### src/rtl/ckbf_pkg.sv
// types and constants for the canonical k-mer bloom filter
// no dependencies
package ckbf_pkg;

    localparam int KMER_MAX  = 32;
    localparam int FILT_BITS = 1048576;
    localparam int IDX_W     = $clog2(FILT_BITS);
    localparam int WORD_W    = 64;
    localparam int OFS_W     = $clog2(WORD_W);
    localparam int MEM_DEPTH = FILT_BITS / WORD_W;
    localparam int MEM_AW    = IDX_W - OFS_W;
    localparam int SIZE_W    = IDX_W + 1;
    localparam int K_W       = 6;

    localparam logic [1:0] CFG_KMER_LEN    = 2'd0;
    localparam logic [1:0] CFG_FILTER_SIZE = 2'd1;
    localparam logic [1:0] CFG_HASH_ROUNDS = 2'd2;

    localparam logic [1:0] KIND_NONE   = 2'd0;
    localparam logic [1:0] KIND_INSERT = 2'd1;
    localparam logic [1:0] KIND_QUERY  = 2'd2;

    localparam logic ACT_FEED  = 1'b0;
    localparam logic ACT_QUERY = 1'b1;

    localparam logic [7:0] CH_HDR = 8'h3E;
    localparam logic [7:0] CH_LF  = 8'h0A;
    localparam logic [7:0] CH_A   = 8'h41;
    localparam logic [7:0] CH_C   = 8'h43;
    localparam logic [7:0] CH_G   = 8'h47;
    localparam logic [7:0] CH_T   = 8'h54;

    typedef struct packed {
        logic        action;
        logic [7:0]  text_byte;
        logic [63:0] query_value;
    } t_in_beat;

    typedef struct packed {
        logic [1:0]       result_kind;
        logic             present;
        logic [63:0]      canonical_value;
        logic [IDX_W-1:0] bit_index;
    } t_out_beat;

    typedef struct packed {
        logic clr_wr;
        logic load;
        logic feed;
        logic seed;
        logic hash_step;
        logic div_init;
        logic div_step;
        logic mem_rd;
        logic mem_wr;
        logic out_load;
    } t_cmd;

    typedef struct packed {
        logic clear_last;
        logic is_query;
        logic will_insert;
        logic rounds_done;
        logic div_done;
    } t_sts;

endpackage

### src/rtl/ckbf_ctrl.sv
// controller state machine for the k-mer bloom filter
// depends on ckbf_pkg
module ckbf_ctrl (
    input  logic          i_clk,
    input  logic          i_rst_n,
    input  logic          i_in_valid,
    input  logic          i_out_stall,
    input  ckbf_pkg::t_sts i_sts,
    output ckbf_pkg::t_cmd o_cmd,
    output logic          o_in_stall,
    output logic          o_out_valid
);

    typedef enum logic [3:0] {
        S_CLEAR, S_IDLE, S_DEC, S_SEED, S_HASH, S_DIV, S_RD, S_WR, S_LOAD, S_OUT
    } t_state;

    t_state r_state;
    logic   r_in_stall;
    logic   r_out_valid;

    always_comb begin
        o_cmd           = '0;
        o_cmd.clr_wr    = (r_state == S_CLEAR);
        o_cmd.load      = (r_state == S_IDLE) && i_in_valid;
        o_cmd.feed      = (r_state == S_DEC) && !i_sts.is_query;
        o_cmd.seed      = (r_state == S_SEED);
        o_cmd.hash_step = (r_state == S_HASH) && !i_sts.rounds_done;
        o_cmd.div_init  = (r_state == S_HASH) && i_sts.rounds_done;
        o_cmd.div_step  = (r_state == S_DIV);
        o_cmd.mem_rd    = (r_state == S_RD);
        o_cmd.mem_wr    = (r_state == S_WR);
        o_cmd.out_load  = (r_state == S_LOAD);
    end

    always_ff @(posedge i_clk) begin
        if (!i_rst_n) begin
            r_state     <= S_CLEAR;
            r_in_stall  <= 1'b1;
            r_out_valid <= 1'b0;
        end else begin
            case (r_state)
                S_CLEAR: begin
                    if (i_sts.clear_last) begin
                        r_state    <= S_IDLE;
                        r_in_stall <= 1'b0;
                    end
                end
                S_IDLE: begin
                    if (i_in_valid) begin
                        r_state    <= S_DEC;
                        r_in_stall <= 1'b1;
                    end
                end
                S_DEC: begin
                    if (i_sts.is_query || i_sts.will_insert) begin
                        r_state <= S_SEED;
                    end else begin
                        r_state <= S_LOAD;
                    end
                end
                S_SEED: r_state <= S_HASH;
                S_HASH: begin
                    if (i_sts.rounds_done) begin
                        r_state <= S_DIV;
                    end
                end
                S_DIV: begin
                    if (i_sts.div_done) begin
                        r_state <= S_RD;
                    end
                end
                S_RD: r_state <= S_WR;
                S_WR: r_state <= S_LOAD;
                S_LOAD: begin
                    r_state     <= S_OUT;
                    r_out_valid <= 1'b1;
                end
                S_OUT: begin
                    if (!i_out_stall) begin
                        r_state     <= S_IDLE;
                        r_out_valid <= 1'b0;
                        r_in_stall  <= 1'b0;
                    end
                end
                default: begin
                    r_state     <= S_IDLE;
                    r_out_valid <= 1'b0;
                    r_in_stall  <= 1'b0;
                end
            endcase
        end
    end

    assign o_in_stall  = r_in_stall;
    assign o_out_valid = r_out_valid;

endmodule

### config.mk
export PLATFORM = sky130hd
export DESIGN_NAME = ckbf_ctrl
export DESIGN_NICKNAME = d
export VERILOG_FILES = /design/src/rtl/ckbf_pkg.sv /design/src/rtl/ckbf_ctrl.sv
export SDC_FILE = /design/constraint.sdc
export NUM_CORES = 1
export LEC_CHECK = 0
export ABC_AREA = 1
export ABC_CLOCK_PERIOD_IN_PS = 2200
export BUFFER_PORTS_ARGS = -buffer_cell sky130_fd_sc_hd__clkbuf_2
export CELL_PAD_IN_SITES_DETAIL_PLACEMENT = 0
export CELL_PAD_IN_SITES_GLOBAL_PLACEMENT = 1
export CORE_MARGIN = 2
export CORE_UTILIZATION = 29
export DETAILED_ROUTE_END_ITERATION = 12
export GPL_TIMING_DRIVEN = 1
export PLACE_DENSITY_LB_ADDON = 0.1
export SYNTH_ARGS = -nofsm -noshare
export SYNTH_HDL_FRONTEND = slang
export SYNTH_SLANG_ARGS = --single-unit
### constraint.sdc
create_clock -name i_clk -period 2.2 [get_ports i_clk]
set_clock_uncertainty 0.2 [all_clocks]
set_input_delay 0.66 -clock i_clk [delete_from_list [all_inputs] [get_ports i_clk]]
set_output_delay 0.66 -clock i_clk [all_outputs]
set_load 0.02 [all_outputs]
==> implementation parameters <==
Parameter                              Value

Routing
  Amount of wire on met3 after detailed routing ... 73 um
  Initial detailed-routing violation count ... 19
  Via-to-Cell Ratio ... 4.44
  Antenna violation net count after detailed routing ... 0
  Post-route met1 wirelength ... 619 um
  Met2 Routed Length ... 510 um
  Routed length per placed instance ... 9.61 um
  Vias ... 560
  Detailed-route DRC error count ... 0
  Routed WL ... 1210 um
  Top layer used by detailed routing ... met4
  Length of the first detailed-routing pass in iterations ... 4

Synthesis
  Number of flip-flops and latches in the synthesized netlist ... 6
  Number of library cell types mapped by synthesis ... 14
  Total standard cell area after synthesis ... 463 um^2
  Part of the Yosys area used for sequential elements ... 25.9%
  Number of warnings reported in the yosys synthesis log ... 0
  Synthesized netlist cell count ... 86
  Syn_area_per_cell ... 5.38 um^2
  Post-Synthesis Net Count ... 95

Finish
  Storage cell area ... 123 um^2
  Number of filler cells placed in the layout ... 174
  Total non-filler cell area in the finished layout ... 623 um^2
  Layout cell share with drive strength beyond 1 ... 28.2%
  Multi-input logic area ... 283 um^2
  Net total in the final layout ... 121
  Antenna fix cells ... 0
  Post-synthesis to final-layout area growth ... 34.6%

Worst setup path
  Critical Path Source Type ... flop
  Worst r2r dst ... o_in_stall
  Type of element capturing the critical path ... output port
  Register-to-Register Path Depth ... 7
  Flop-to-flop setup slack ... 0.76 ns
  Critical-path top delay cell ... dfxtp_1
  Worst Path Arrival ... 1.27 ns
  Slowest Stage Delay on Critical Path ... 0.39 ns
  Critical path cell sequence ... nor2_4 -> nand2_1 -> nor2_1 -> clkbuf_2
  Startpoint of the worst setup timing path ... r_state[3]
  Worst Path Class, Setup ... flop to output port
  Worst Setup EP ... o_cmd[8]
  Maximum fanout along the worst path ... 6
  Reg-to-Reg Start ... r_state[3]
  Data required, critical path ... 1.34 ns

Timing
  Share of the clock period used by the worst path ... 96.8%
  Final TNS setup ... 0 ns
  Setup ws final ... 0.0700 ns
  Final hold vios ... 0
  Worst Tran Pin Value ... 0.315 ns
  Slew Limit Headroom ... 79.0%
  Worst Hold Margin ... 0.263 ns
  Number of max-slew violations in the final report ... 0
  Maximum achievable frequency ... 0.469 GHz
  RSZ-0062 raised after global routing ... true
  Final min period ... 2.13 ns
  Final setup violation count ... 0

Clocking
  TritonCTS clock tree ... done
  Inserted Clock Buffers ... 3
  Buffers inserted by post-CTS timing repair ... 0
  Clk slew on worst S/H paths ... 0.04 ns
  Clock latency reported for the late side of the worst-skew pair ... 0.25 ns
  CTS Root Buffer Type ... clkbuf_4
  Post-cts hold buffer count ... 0
  Clock sinks ... 6
  # resized after CTS ... 1
  Clock H-tree levels ... 1
  Buffers from clock root to sink, at most ... 2

Place
  Placement-stage cell area ... 591 um^2
  PortBufs ... 20
  Setup slack after placement ... 0.189 ns
  Post-DP HPWL ... 977 um
  RePlAce Congestion ... 0.771

Floorplan
  Placeable Area ... 1510 um^2
  Full die area ... 1930 um^2
  Effective utilization at floorplan ... 30.7%
  Floorplan die height ... 44.0 um
  Die Span X ... 44.0 um
  Boundary Pins ... 21
  FP Rows ... 14

Power
  Power, Total ... 0.541 mW
  Leakage ... 0.405 nW
  Maximum VDD drop ... 0.000481 V
  Power density cells ... 869 nW/um^2

Hold path
  Worst min-delay path category ... flop to flop

Global routing
  Maximum number of pins on one net before global-route repair ... 7
  Remaining global-route overflow ... 0
  First-pass GRT wire length ... 1990 um
  Vias in the first global route ... 450
  Initial antenna violation count ... 0
  GRT Util Overall ... 14.6%

Run status
  Result of the run ... finished clean

Run
  Max cap viols ... 0
==> area by class of cell <==
type	instances	area share, %
clock buffers	3	3.61
inverters	18	10.8
multi-input cells	62	45.4
flip-flops and latches	6	19.7
well taps	16	3.21
repair buffers	21	17.3
==> placed cells by master (no fill, tap or decap) <==
| master | count |
|---|---|
| clkbuf_4 | 3 |
| nor2_4 | 3 |
| nand2_2 | 1 |
| inv_2 | 1 |
| inv_1 | 17 |
| a21oi_1 | 1 |
| nor2_1 | 18 |
| buf_2 | 1 |
| nor3_1 | 2 |
| o21ai_0 | 2 |
| nand3b_1 | 1 |
| nand2_1 | 25 |
| o211ai_1 | 1 |
| dfxtp_2 | 2 |
| dfxtp_1 | 4 |
| nand3_1 | 7 |
| buf_4 | 1 |
| or2_0 | 1 |
| clkbuf_2 | 19 |
==> registers in the layout (all words and copies together), names as in the netlist <==
register	count
o_in_stall	1
o_out_valid	1
r_state	4
==> layer usage <==
metal / up-vias / global-route usage (%)
met1: 236 / 19.2
li1: 307 / -
met5: - / 0
met4: 0 / 7.27
met3: 2 / 6.25
met2: 15 / 20.3
==> cells in the mapped netlist, drive strengths merged <==
master  instances  area [um^2]
nor3            2         10.0
o21ai           2         10.0
nor2           21         96.3
nand2          26         97.6
a21oi           1         5.00
nand3           7         35.0
inv            18         67.6
nand3b          1         7.51
o211ai          1         7.51
dfxtp           6          120
or2             1         6.26
==> how the worst min path moves through the flow <==
stage                           start          end  slack, ns  cells past startpoint
after detailed placement  o_out_valid  o_out_valid       0.26                      2
after CTS                 o_out_valid  o_out_valid       0.26                      2
after floorplan            o_in_stall   o_in_stall       0.33                      2
final                     o_out_valid  o_out_valid       0.26                      2
after global placement     o_in_stall   o_in_stall       0.25                      2
after global routing       o_in_stall   o_in_stall       0.30                      2
==> worst max-delay path, delay by kind of cell, from the launching register on <==
kind | cells | cell delay (ns)
DFF | 1 | 0.39
buffers and inverters | 1 | 0.17
and+or+nand+nor | 3 | 0.47
==> cells by family (layout without fill, tap and decap cells) <==
kind of cell	after synthesis	count (layout)	share of synthesized area [%]
AND/OR/NAND/NOR	58	58	54.6
flip-flops	6	6	25.9
buffers and inverters	18	42	14.6
AO/OA/AOI/OAI	4	4	4.86
==> power by group <==
part / internal, mW / switching (mW)
clock network: 0.0620 / 0.0434
registers: 0.132 / 0.0213
logic: 0.0996 / 0.183
==> metrics by stage <==
| stage | instances | utilization [%] |
|---|---|---|
| after global routing | 126 | 41.4 |
| final | 126 | 41.4 |
| after CTS | 126 | 41.0 |
| after floorplan | 86 | - |
| after detailed placement | 123 | 39.2 |
| after global placement | 123 | 39.2 |
(Power assumes the default switching activity.)
